<file path="config.mk">
export PLATFORM = sky130hd
export DESIGN_NAME = fit_policy_block_allocator_core
export DESIGN_NICKNAME = d
export VERILOG_FILES = /design/src/fpba_pkg.sv /design/src/fit_policy_block_allocator_core.sv
export SDC_FILE = /design/constraint.sdc
export NUM_CORES = 1
export LEC_CHECK = 0
export BUFFER_PORTS_ARGS = -buffer_cell sky130_fd_sc_hd__clkbuf_2
export CAP_MARGIN = 0
export CORE_MARGIN = 2
export CORE_UTILIZATION = 55
export CTS_CLUSTER_SIZE = 30
export DETAILED_ROUTE_END_ITERATION = 12
export HOLD_SLACK_MARGIN = 0.05
export PLACE_DENSITY_LB_ADDON = 0.12
export SYNTH_ARGS = -nofsm -noshare
export SYNTH_HDL_FRONTEND = slang
export SYNTH_SLANG_ARGS = --single-unit
export TNS_END_PERCENT = 50
</file>
<file path="constraint.sdc">
create_clock -name clk -period 8.9 [get_ports clk]
set_input_delay 1.78 -clock clk [delete_from_list [all_inputs] [get_ports clk]]
set_output_delay 1.78 -clock clk [all_outputs]
set_load 0.02 [all_outputs]
</file>
<file path="src/fpba_pkg.sv">
`default_nettype none

package fpba_pkg;

  // Defaults for the top-level parameters
  localparam int NUM_BLOCKS_DEF = 16;
  localparam int SIZE_BITS_DEF  = 16;

  // Fixed port widths
  localparam int SEL_W    = 4;
  localparam int VALUE_W  = 16;
  localparam int CFG_IDX_W = 4;
  localparam int CFG_DATA_W = 8;
  localparam int POLICY_W = 2;
  localparam int COUNT_W  = 5;

  // Reset values of the configuration registers
  localparam logic [POLICY_W-1:0] POLICY_RST = 2'd0;
  localparam logic [COUNT_W-1:0]  COUNT_RST  = 5'd16;

  // Configuration register indexes
  localparam logic [CFG_IDX_W-1:0] REG_POLICY_MODE = 4'd0;
  localparam logic [CFG_IDX_W-1:0] REG_BLOCK_COUNT = 4'd1;

  // Policy codes
  localparam logic [POLICY_W-1:0] POL_FIRST = 2'd0;
  localparam logic [POLICY_W-1:0] POL_BEST  = 2'd1;
  localparam logic [POLICY_W-1:0] POL_WORST = 2'd2;

  // Item function codes
  localparam logic FUNC_LOAD    = 1'b0;
  localparam logic FUNC_REQUEST = 1'b1;

  typedef enum logic [1:0] {
    ST_IDLE,
    ST_SCAN,
    ST_WRITE
  } state_t;

endpackage

`default_nettype wire

</file>
<file path="src/fit_policy_block_allocator_core.sv">
`default_nettype none

// Block allocator with first, best and worst fit policies.
//
// Input channel: present func, block_sel and size_value with start; the beat
// is taken on a rising edge where start is high and busy is low. A load beat
// writes one block's size and clears its used mark. A request beat searches
// the table under the configured policy.
// Result channel: every item gives exactly one result beat, shown for one
// cycle with out_valid. The receiver cannot stall, so results never wait.
// A load, a request under the unused policy code and a request with a block
// count of zero answer in the cycle after acceptance with busy staying low.
// Any other request holds busy while it reads each block below lim (lim =
// block count, capped at NUM_BLOCKS) from the table memory, compares the
// last read data, passes the write-back step, and gives the registered result.
// The table memory has a single read port: it is read one entry per
// cycle.
// Configuration: cfg_valid/cfg_ready write policy_mode (index 0) and
// block_count (index 1); cfg_ready is always high. Write only while idle.
// Reset: synchronous, active low. Valid bits clear at once, so every block
// reads as size zero, not used; no clearing pass is needed.
module fit_policy_block_allocator_core #(
  parameter int NUM_BLOCKS = fpba_pkg::NUM_BLOCKS_DEF,
  parameter int SIZE_BITS  = fpba_pkg::SIZE_BITS_DEF
) (
  input  wire logic                            clk,
  input  wire logic                            rst_n,
  // input channel
  input  wire logic                            start,
  output logic                                 busy,
  input  wire logic                            in_func,
  input  wire logic [fpba_pkg::SEL_W-1:0]      in_block_sel,
  input  wire logic [fpba_pkg::VALUE_W-1:0]    in_size_value,
  // result channel
  output logic                                 out_valid,
  output logic                                 out_granted,
  output logic [fpba_pkg::SEL_W-1:0]           out_chosen_block,
  // configuration channel
  input  wire logic                            cfg_valid,
  output logic                                 cfg_ready,
  input  wire logic [fpba_pkg::CFG_IDX_W-1:0]  cfg_index,
  input  wire logic [fpba_pkg::CFG_DATA_W-1:0] cfg_data
);

  localparam int IDX_W = (NUM_BLOCKS > 1) ? $clog2(NUM_BLOCKS) : 1;
  localparam int CNT_W = $clog2(NUM_BLOCKS + 1);
  localparam int ENT_W = SIZE_BITS + 1;   // used mark on top of the size

  // ---------------------------------------------------------------------------
  // Configuration registers
  // ---------------------------------------------------------------------------
  logic [fpba_pkg::POLICY_W-1:0] cfg_policy_r;
  logic [fpba_pkg::COUNT_W-1:0]  cfg_count_r;

  assign cfg_ready = 1'b1;

  always_ff @(posedge clk) begin
    if (!rst_n) begin
      cfg_policy_r <= fpba_pkg::POLICY_RST;
      cfg_count_r  <= fpba_pkg::COUNT_RST;
    end else if (cfg_valid) begin
      unique case (cfg_index)
        fpba_pkg::REG_POLICY_MODE: cfg_policy_r <= cfg_data[fpba_pkg::POLICY_W-1:0];
        fpba_pkg::REG_BLOCK_COUNT: cfg_count_r  <= cfg_data[fpba_pkg::COUNT_W-1:0];
        default: ;  // unknown index: drop the beat
      endcase
    end
  end

  // Search limit: block count capped at the table depth
  logic [CNT_W-1:0] lim;
  always_comb begin
    if (32'(cfg_count_r) > NUM_BLOCKS) begin
      lim = CNT_W'(NUM_BLOCKS);
    end else begin
      lim = CNT_W'(cfg_count_r);
    end
  end

  // ---------------------------------------------------------------------------
  // Control
  // ---------------------------------------------------------------------------
  fpba_pkg::state_t state_r, state_nxt;

  logic [CNT_W-1:0]     rd_cnt_r;     // next block to read
  logic                 cmp_vld_r;    // read data returning this cycle
  logic [IDX_W-1:0]     cmp_idx_r;    // block index of the returning data
  logic [SIZE_BITS-1:0] req_r;        // requested size of the item at work
  logic                 found_r;
  logic [IDX_W-1:0]     pick_idx_r;
  logic [SIZE_BITS-1:0] pick_size_r;
  logic                 pick_used_r;

  logic                 accept;
  logic                 is_load;
  logic                 no_search;
  logic                 go_scan;
  logic                 rd_issue;
  logic                 wb_en;
  logic                 load_hit;

  assign accept    = start && !busy;
  assign is_load   = (in_func == fpba_pkg::FUNC_LOAD);
  assign no_search = (lim == '0) ||
                     !((cfg_policy_r == fpba_pkg::POL_FIRST) ||
                       (cfg_policy_r == fpba_pkg::POL_BEST)  ||
                       (cfg_policy_r == fpba_pkg::POL_WORST));
  assign load_hit  = accept && is_load && (32'(in_block_sel) < NUM_BLOCKS);

  always_comb begin
    state_nxt = state_r;
    busy      = 1'b1;
    go_scan   = 1'b0;
    rd_issue  = 1'b0;
    wb_en     = 1'b0;
    unique case (state_r)
      fpba_pkg::ST_IDLE: begin
        busy = 1'b0;
        if (accept && !is_load && !no_search) begin
          go_scan   = 1'b1;
          state_nxt = fpba_pkg::ST_SCAN;
        end
      end
      fpba_pkg::ST_SCAN: begin
        rd_issue = (rd_cnt_r < lim);
        // all reads issued and the last one compared in this cycle
        if (!rd_issue && cmp_vld_r) begin
          state_nxt = fpba_pkg::ST_WRITE;
        end
      end
      fpba_pkg::ST_WRITE: begin
        wb_en     = found_r;
        state_nxt = fpba_pkg::ST_IDLE;
      end
      default: begin
        state_nxt = fpba_pkg::ST_IDLE;
      end
    endcase
  end

  always_ff @(posedge clk) begin
    if (!rst_n) begin
      state_r <= fpba_pkg::ST_IDLE;
    end else begin
      state_r <= state_nxt;
    end
  end

  // ---------------------------------------------------------------------------
  // Table memory: {used mark, size} per block, with a valid bit per entry so
  // that an entry never written since reset reads as all zero.
  // ---------------------------------------------------------------------------
  logic [ENT_W-1:0]      mem [NUM_BLOCKS];
  logic [NUM_BLOCKS-1:0] ent_vld_r;
  logic [ENT_W-1:0]      mem_q_r;
  logic                  rd_vld_r;

  logic                  wr_en;
  logic [IDX_W-1:0]      wr_addr;
  logic [ENT_W-1:0]      wr_data;
  logic [IDX_W-1:0]      rd_addr;

  assign rd_addr = rd_cnt_r[IDX_W-1:0];

  always_comb begin
    wr_en   = load_hit || wb_en;
    wr_addr = pick_idx_r;
    wr_data = {1'b1, pick_size_r};
    if (load_hit) begin
      // load: new size, used mark cleared
      wr_addr = IDX_W'(in_block_sel);
      wr_data = {1'b0, SIZE_BITS'(in_size_value)};
    end else if (cfg_policy_r == fpba_pkg::POL_BEST) begin
      // best fit: shrink the block, keep its used mark
      wr_data = {pick_used_r, pick_size_r - req_r};
    end
  end

  always_ff @(posedge clk) begin
    if (wr_en) begin
      mem[wr_addr] <= wr_data;
    end
    if (rd_issue) begin
      mem_q_r <= mem[rd_addr];
    end
  end

  always_ff @(posedge clk) begin
    if (!rst_n) begin
      ent_vld_r <= '0;
      rd_vld_r  <= 1'b0;
    end else begin
      if (wr_en) begin
        ent_vld_r[wr_addr] <= 1'b1;
      end
      if (rd_issue) begin
        rd_vld_r <= ent_vld_r[rd_addr];
      end
    end
  end

  // ---------------------------------------------------------------------------
  // Compare stage
  // ---------------------------------------------------------------------------
  logic [SIZE_BITS-1:0] ent_size;
  logic                 ent_used;
  logic                 fits;
  logic                 cand;

  assign ent_size = rd_vld_r ? mem_q_r[SIZE_BITS-1:0] : '0;
  assign ent_used = rd_vld_r ? mem_q_r[SIZE_BITS] : 1'b0;
  assign fits     = (req_r <= ent_size);

  always_comb begin
    unique case (cfg_policy_r)
      fpba_pkg::POL_FIRST: cand = !ent_used && fits && !found_r;
      fpba_pkg::POL_BEST:  cand = fits && (!found_r || ent_size <= pick_size_r);
      fpba_pkg::POL_WORST: cand = !ent_used && fits && (!found_r || ent_size >= pick_size_r);
      default:             cand = 1'b0;
    endcase
  end

  always_ff @(posedge clk) begin
    if (!rst_n) begin
      rd_cnt_r  <= '0;
      cmp_vld_r <= 1'b0;
      found_r   <= 1'b0;
    end else if (go_scan) begin
      // start a new search from block zero
      rd_cnt_r  <= '0;
      cmp_vld_r <= 1'b0;
      found_r   <= 1'b0;
    end else begin
      cmp_vld_r <= rd_issue;
      if (rd_issue) begin
        rd_cnt_r <= rd_cnt_r + 1'b1;
      end
      if (cmp_vld_r && cand) begin
        found_r <= 1'b1;
      end
    end
  end

  always_ff @(posedge clk) begin
    if (go_scan) begin
      req_r <= SIZE_BITS'(in_size_value);
    end
    if (rd_issue) begin
      cmp_idx_r <= rd_addr;
    end
    if (cmp_vld_r && cand) begin
      pick_idx_r  <= cmp_idx_r;
      pick_size_r <= ent_size;
      pick_used_r <= ent_used;
    end
  end

  // ---------------------------------------------------------------------------
  // Result register: one beat per item
  // ---------------------------------------------------------------------------
  logic                       out_valid_r;
  logic                       out_granted_r;
  logic [fpba_pkg::SEL_W-1:0] out_chosen_r;

  always_ff @(posedge clk) begin
    if (!rst_n) begin
      out_valid_r <= 1'b0;
    end else begin
      out_valid_r <= (accept && (is_load || no_search)) ||
                     (state_r == fpba_pkg::ST_WRITE);
    end
  end

  always_ff @(posedge clk) begin
    if (state_r == fpba_pkg::ST_WRITE) begin
      out_granted_r <= found_r;
      out_chosen_r  <= found_r ? fpba_pkg::SEL_W'(pick_idx_r) : '0;
    end else begin
      out_granted_r <= 1'b0;
      out_chosen_r  <= '0;
    end
  end

  assign out_valid        = out_valid_r;
  assign out_granted      = out_granted_r;
  assign out_chosen_block = out_chosen_r;

  // ---------------------------------------------------------------------------
  // Assertions
  // ---------------------------------------------------------------------------
  a_accept_answers: assert property (@(posedge clk) disable iff (!rst_n)
    (start && !busy) |=> (busy || out_valid))
    else $error("accepted item neither answered nor in progress");

  a_write_answers: assert property (@(posedge clk) disable iff (!rst_n)
    (state_r == fpba_pkg::ST_WRITE) |=> (out_valid && !busy))
    else $error("write-back not followed by a result beat");

  a_grant_in_range: assert property (@(posedge clk) disable iff (!rst_n)
    (out_valid && out_granted) |-> (32'(out_chosen_block) < NUM_BLOCKS))
    else $error("granted block outside the table");

  a_scan_bounded: assert property (@(posedge clk) disable iff (!rst_n)
    (state_r == fpba_pkg::ST_SCAN) |-> (rd_cnt_r <= lim))
    else $error("scan ran past the search limit");

endmodule

`default_nettype wire
</file>
=== Word level (Yosys, flattened, before mapping) ===
Memories as Yosys holds them, arrays and structs flattened. A register that Yosys moved wholly into a read port is not among the register bits.
Index checks and enable logic that the tools add are counted.

* Logic and storage cells: 92
* Flip-flop bits (word level): 80
* Bits in writable memories: 272
* Memories kept: 1

* Multiplexer cells: 21
* Bitwise gates (word level): 3
* Magnitude comparators: 8
* Equal/unequal tests: 7
* Reduce and logical (&&, ||, !) cells: 34
* Add/sub/neg operators: 2

{| class="wikitable"
|+ Memories
! memory !! words !! width !! rd ports !! clocked after Yosys merged registers in !! wr ports !! RTL line !! RTL
|-
| mem || 16 || 17 || 1 || 1 || 1 || fit_policy_block_allocator_core.sv:153 || <nowiki>logic [ENT_W-1:0] mem [NUM_BLOCKS];</nowiki>
|}

{| class="wikitable"
|+ Operators by type and width
! operator !! count
|-
| 17-bit two-way mux || 2
|-
| 16-bit <= comparator || 2
|-
| 16-bit >= comparator || 1
|-
| 16-bit two-way mux || 1
|-
| 16-bit bitwise OR || 1
|-
| 16-bit subtractor || 1
|-
| 1-bit logical AND || 12
|-
| 4-bit by 5-bit less-than comparator with 1-bit output, second input constant || 2
|-
| 1-bit two-way mux || 10
|-
| 1-bit logical OR || 8
|-
| 2-bit AND reduction || 4
|-
| 5-bit by 1-bit adder with 5-bit output, second input constant || 1
|-
| 5-bit greater-than comparator, second input constant || 1
|-
| 1-bit logical NOT || 5
|-
| 5-bit logical NOT || 1
|-
| 5-bit less-than comparator || 1
|-
| 5-bit two-way mux || 1
|-
| 1-bit binary-select mux with 4-bit select || 1
|-
| 1-bit demux with 4-bit select || 1
|-
| 2-bit by 1-bit equality test with 1-bit output, second input constant || 2
|-
| 2-bit equality test, second input constant || 2
|-
| 4-bit by 1-bit equality test with 1-bit output, second input constant || 1
|-
| 4-bit by 1-bit >= comparator with 1-bit output, second input constant || 1
|-
| 2-bit logical NOT || 2
|-
| other kinds (9) || 11
|}

=== Longest topological paths before layout ===
* Depth after elaboration: 10
* Gate-level depth with buffers: 11
* Mapped depth without buffers: 10

=== Least setup slack after synthesis ===
No wires, ideal clock.

* Kind: input to register
* Start: in start
* End: mem mem[13][0] in the netlist's numbering, enable pin
* Stages: 6
* Path slack: 5.191 ns
* Arrival time: 3.317 ns
* Setup time: 0.392 ns
* Cell sequence: nand2_1 > or2_2 > buf_6 > nor3_1 > a31oi_1 > nor2_1

* Cells in the longest elaborated chain, start to end: 5

{| class="wikitable"
|+ Ends and longest elaborated chain
! item !! RTL line !! RTL
|-
| start: declaration || fit_policy_block_allocator_core.sv:29 || <nowiki>input wire logic start,</nowiki>
|-
| 1-bit logical AND * || fit_policy_block_allocator_core.sv:102 || <nowiki>assign accept = start && !busy;</nowiki>
|-
| 1-bit logical AND * || fit_policy_block_allocator_core.sv:108 || <nowiki>assign load_hit = accept && is_load && (32'(in_block_sel) < NUM_BLOCKS);</nowiki>
|-
| 1-bit logical OR || fit_policy_block_allocator_core.sv:166 || <nowiki>wr_en = load_hit || wb_en;</nowiki>
|-
| 1-bit two-way mux || fit_policy_block_allocator_core.sv:180 || <nowiki>if (wr_en) begin</nowiki>
|-
| 1-bit two-way mux (not written as such) || fit_policy_block_allocator_core.sv:181 || <nowiki>mem[wr_addr] <= wr_data;</nowiki>
|-
| end: declaration || fit_policy_block_allocator_core.sv:153 ||
|}

Mark *: on every way between the ends. The rest lies on a longest branch, timed or not.

=== Final worst setup path ===
* Start: reg pick_size_r[0]
* End: mem mem[5][14] in the netlist's numbering (data pin)

* Cells in the longest elaborated chain, start to end: 3

{| class="wikitable"
|+ Ends and longest elaborated chain
! item !! RTL line !! RTL
|-
| start: declaration || fit_policy_block_allocator_core.sv:91 || <nowiki>logic [SIZE_BITS-1:0] pick_size_r;</nowiki>
|-
| start signal: assignment || fit_policy_block_allocator_core.sv:253 || <nowiki>pick_size_r <= ent_size;</nowiki>
|-
| 16-bit subtractor || fit_policy_block_allocator_core.sv:175 || <nowiki>wr_data = {pick_used_r, pick_size_r - req_r};</nowiki>
|-
| 17-bit two-way mux || fit_policy_block_allocator_core.sv:173 || <nowiki>end else if (cfg_policy_r == fpba_pkg::POL_BEST) begin</nowiki>
|-
| 17-bit two-way mux || fit_policy_block_allocator_core.sv:169 || <nowiki>if (load_hit) begin</nowiki>
|-
| named net wr_data[14] || fit_policy_block_allocator_core.sv:160 || <nowiki>logic [ENT_W-1:0] wr_data;</nowiki>
|}

The timed path passes the listed nets, and every way through them passes these cells.

==> reports/summary.txt <==
slowest stage delay, CP -> 0.96 ns
Comb pwr share -> 0.068
status -> finished, final reports clean
post-synthesis sequential area ratio -> 0.682
nets -> 1092
first-pass GRT wire length -> 50500 um
vias in the first global route -> 8462
min-delay src -> cmp_idx_r[2]$_DFFE_PP_
PD cells -> 211 nW/um2
Layout Skew -> 0.0137 ns
die area -> 29900 um2
ANT cells -> 0
Leakage -> 6.07 nW
# IOs -> 45
HPWL Detailed -> 20100 um
Overflow after GRT -> 0
CP endpoint -> mem[5][14]$_DFFE_PP_
Crit. Startpoint -> pick_size_r[0]$_DFFE_PP_
CP Capture Type -> register
die span in x -> 173 um
reg2reg end -> mem[5][14]$_DFFE_PP_
cts bufs inserted -> 39
Yosys top cell by area -> edfxtp_1
clock share of power -> 0.404
Core Area -> 27900 um2
synthesized area -> 15700 um2
WL final -> 32700 um
largest net degree at the start of global routing -> 43
Worst R2R Path Depth -> 10
top-area cell type share of the netlist area -> 0.632
Period Utilization, post-route -> 0.418
TNS Setup -> 0 ns
total power draw -> 3.72 mW
Reg2Reg Setup Slack -> 5.18 ns
Overall Global Routing Usage -> 0.226
CTS sink cnt -> 369
Avg Synthesized Cell Area -> 16.9 um2
crit-path cells -> inv_1, ha_1, fa_1, and2b_1, o2111ai_1, a21oi_1, o22ai_1, o21ai_0, xnor2_1, a21oi_1
RR Startpoint -> pick_size_r[0]$_DFFE_PP_
Post-synth top flop -> edfxtp_1
post-CTS setup buffer count -> 0
Slew headroom -> 0.145
top post-synthesis cells by area -> edfxtp_1 63%, mux4_2 12%, dfxtp_1 5.0%
unrepaired setup endpoints after global routing -> no
GPL Wtd Cong -> 0.811
synth warn -> 0
CP dominant cell by count -> a21oi_1
Netlist cell types -> 58
endpoints failing setup -> 0
Synth async-reset ratio -> 0
slowest CP cell -> a21oi_1
FMAX -> 0.269 GHz
Iteration-0 DRC Markers -> 782
Die Span Y -> 173 um
CTS Root Buffer Type -> clkbuf_16
share of cells above drive strength 1 -> 0.228
Post-CTS Resized -> 0
MaxCap Viol Count -> 0
number of synthesized flops with an enable pin -> 330
crit path launch type -> register
top cells by count, synth -> 330 x edfxtp_1, 84 x mux4_2, 60 x inv_1
CTS H-tree lvls -> 2
vias per cell -> 5.90
P_int -> 2.90 mW
initial antenna violation count -> 0
worst hold slack -> 0.413 ns
top-count cell post-synth -> edfxtp_1
Critical Path RT -> 9.05 ns
Max Root-Sink Buffers -> 3
Least-Margin Pin Slew -> 1.28 ns
number of synthesized register bits -> 369
net count after synthesis -> 1013
port bufs -> 40
Final ANT Viol Nets -> 0
worst min path class -> reg2reg
Final Critical Period -> 3.72 ns
Post-route DRC -> 0
first-pass iteration count of the detailed router -> 5
CTS Hold Bufs -> 0
Max Slew Vio Count -> 0
final hold violations -> 0
Reg clk slew, reported paths -> 0.06 ns
Syn-to-layout area delta -> 12.5%
Synth Instances -> 925
Initial Util -> 0.561
final setup margin -> 5.18 ns
worst skew pair latency -> 0.54 ns
WL per Instance -> 23.2 um
maximum VDD drop -> 0.000127 V
worst slack, placed -> 4.70 ns
via count -> 8322
worst setup path category -> reg2reg
Switch Pwr -> 818 uW
sequential share of power -> 0.528
CTS tree -> yes
Max FO, Critical Path -> 16
Rows -> 61
Sw Ratio -> 0.220
crit path DAT -> 3.87 ns
-- sequential cells by signal, summed over array words and instances, names as in the netlist --
name / cells
cfg_count_r: 5
found_r: 1
pick_used_r: 1
mem_q_r: 17
rd_vld_r: 1
ent_vld_r: 16
out_valid: 1
mem: 272
out_granted: 1
cfg_policy_r: 2
req_r: 16
cmp_idx_r: 4
state_r: 2
pick_idx_r: 4
out_chosen_block: 4
rd_cnt_r: 5
pick_size_r: 16
cmp_vld_r: 1
-- area by class of cell --
class / count / area (um2)
clock buffers: 51 / 1030
inverters: 60 / 225
fillers: 2018 / 10300
clock inverters: 18 / 159
well taps: 378 / 473
flip-flops and latches: 369 / 10700
repair buffers: 71 / 433
multi-input cells: 463 / 4620
-- cells by family (layout without fill, tap and decap cells) --
logic type | after synthesis | in the layout | synth area share
buffers and inverters | 93 | 200 | 0.0258
flip-flops | 369 | 369 | 0.682
multiplexers | 101 | 101 | 0.138
adder cells (fa/ha/maj) | 53 | 53 | 0.0426
XOR/XNOR | 14 | 14 | 0.00782
other | 1 | 1 | 0.000239
AO/OA/AOI/OAI | 124 | 124 | 0.0515
AND/OR/NAND/NOR | 170 | 170 | 0.0521
-- power groups by stage --
stage / Combinational (mW) / Clock, mW / Sequential [mW]
6_report: 0.251 / 1.50 / 1.97
5_1_grt: 0.274 / 1.61 / 1.97
4_1_cts: 0.254 / 1.53 / 1.97
3_5_place_dp: 0.253 / 0 / 2.00
3_3_place_gp: 0.248 / 0 / 2.00
2_1_floorplan: 0.202 / 0 / 1.98
-- worst min-delay path by stage --
| stage | end | cells past startpoint |
|---|---|---|
| 6_report | pick_idx_r[2]$_DFFE_PP_ | 0 |
| 5_1_grt | pick_idx_r[3]$_DFFE_PP_ | 0 |
| 4_1_cts | pick_idx_r[2]$_DFFE_PP_ | 0 |
| 3_5_place_dp | pick_idx_r[2]$_DFFE_PP_ | 0 |
| 3_3_place_gp | pick_idx_r[3]$_DFFE_PP_ | 0 |
| 2_1_floorplan | pick_idx_r[0]$_DFFE_PP_ | 0 |
-- cell usage in the layout (no fill, tap or decap), types with 6 or more instances in the layout --
master,Yosys,routed
a21oi_1,35,35
a31oi_1,6,6
and2_1,11,11
buf_4,6,31
clkbuf_1,18,11
clkbuf_16,0,39
clkbuf_2,0,40
dfxtp_1,39,36
edfxtp_1,330,330
ha_1,50,50
inv_1,60,60
mux2i_1,11,11
mux4_1,6,6
mux4_2,84,84
nand2_1,46,46
nand3_1,10,10
nand4_1,7,7
nor2_1,45,29
nor2_2,1,17
nor2b_1,14,14
nor3_1,14,14
o21a_1,25,25
o21ai_0,21,21
xnor2_1,9,9
-- metal layers --
| metal | track usage | wire, um | up-vias |
|---|---|---|---|
| li1 | - | - | 3783 |
| met1 | 0.321 | 14400 | 4239 |
| met2 | 0.371 | 15800 | 257 |
| met3 | 0.0319 | 1890 | 43 |
| met4 | 0.0621 | 566 | 0 |
| met5 | 0 | 0 | - |
-- worst max-delay path, delay by kind of cell, from the launching register on --
family                   cells  cell delay [ns]
flip-flops                   1             0.38
AND/OR/NAND/NOR              1             0.27
XOR/XNOR                     1             0.10
buffers and inverters        1             0.06
adder cells (fa/ha/maj)      2             0.63
AO/OA/AOI/OAI                5             1.90
-- metrics by stage --
step / std cells / area (um2) / utilization
after floorplan: 925 / 15700 / -
after global placement: 1341 / 16400 / 0.589
after detailed placement: 1341 / 16400 / 0.589
after CTS: 1410 / 17600 / 0.631
after global routing: 1410 / 17600 / 0.631
final: 1410 / 17600 / 0.631
(Power assumes the default switching activity.)
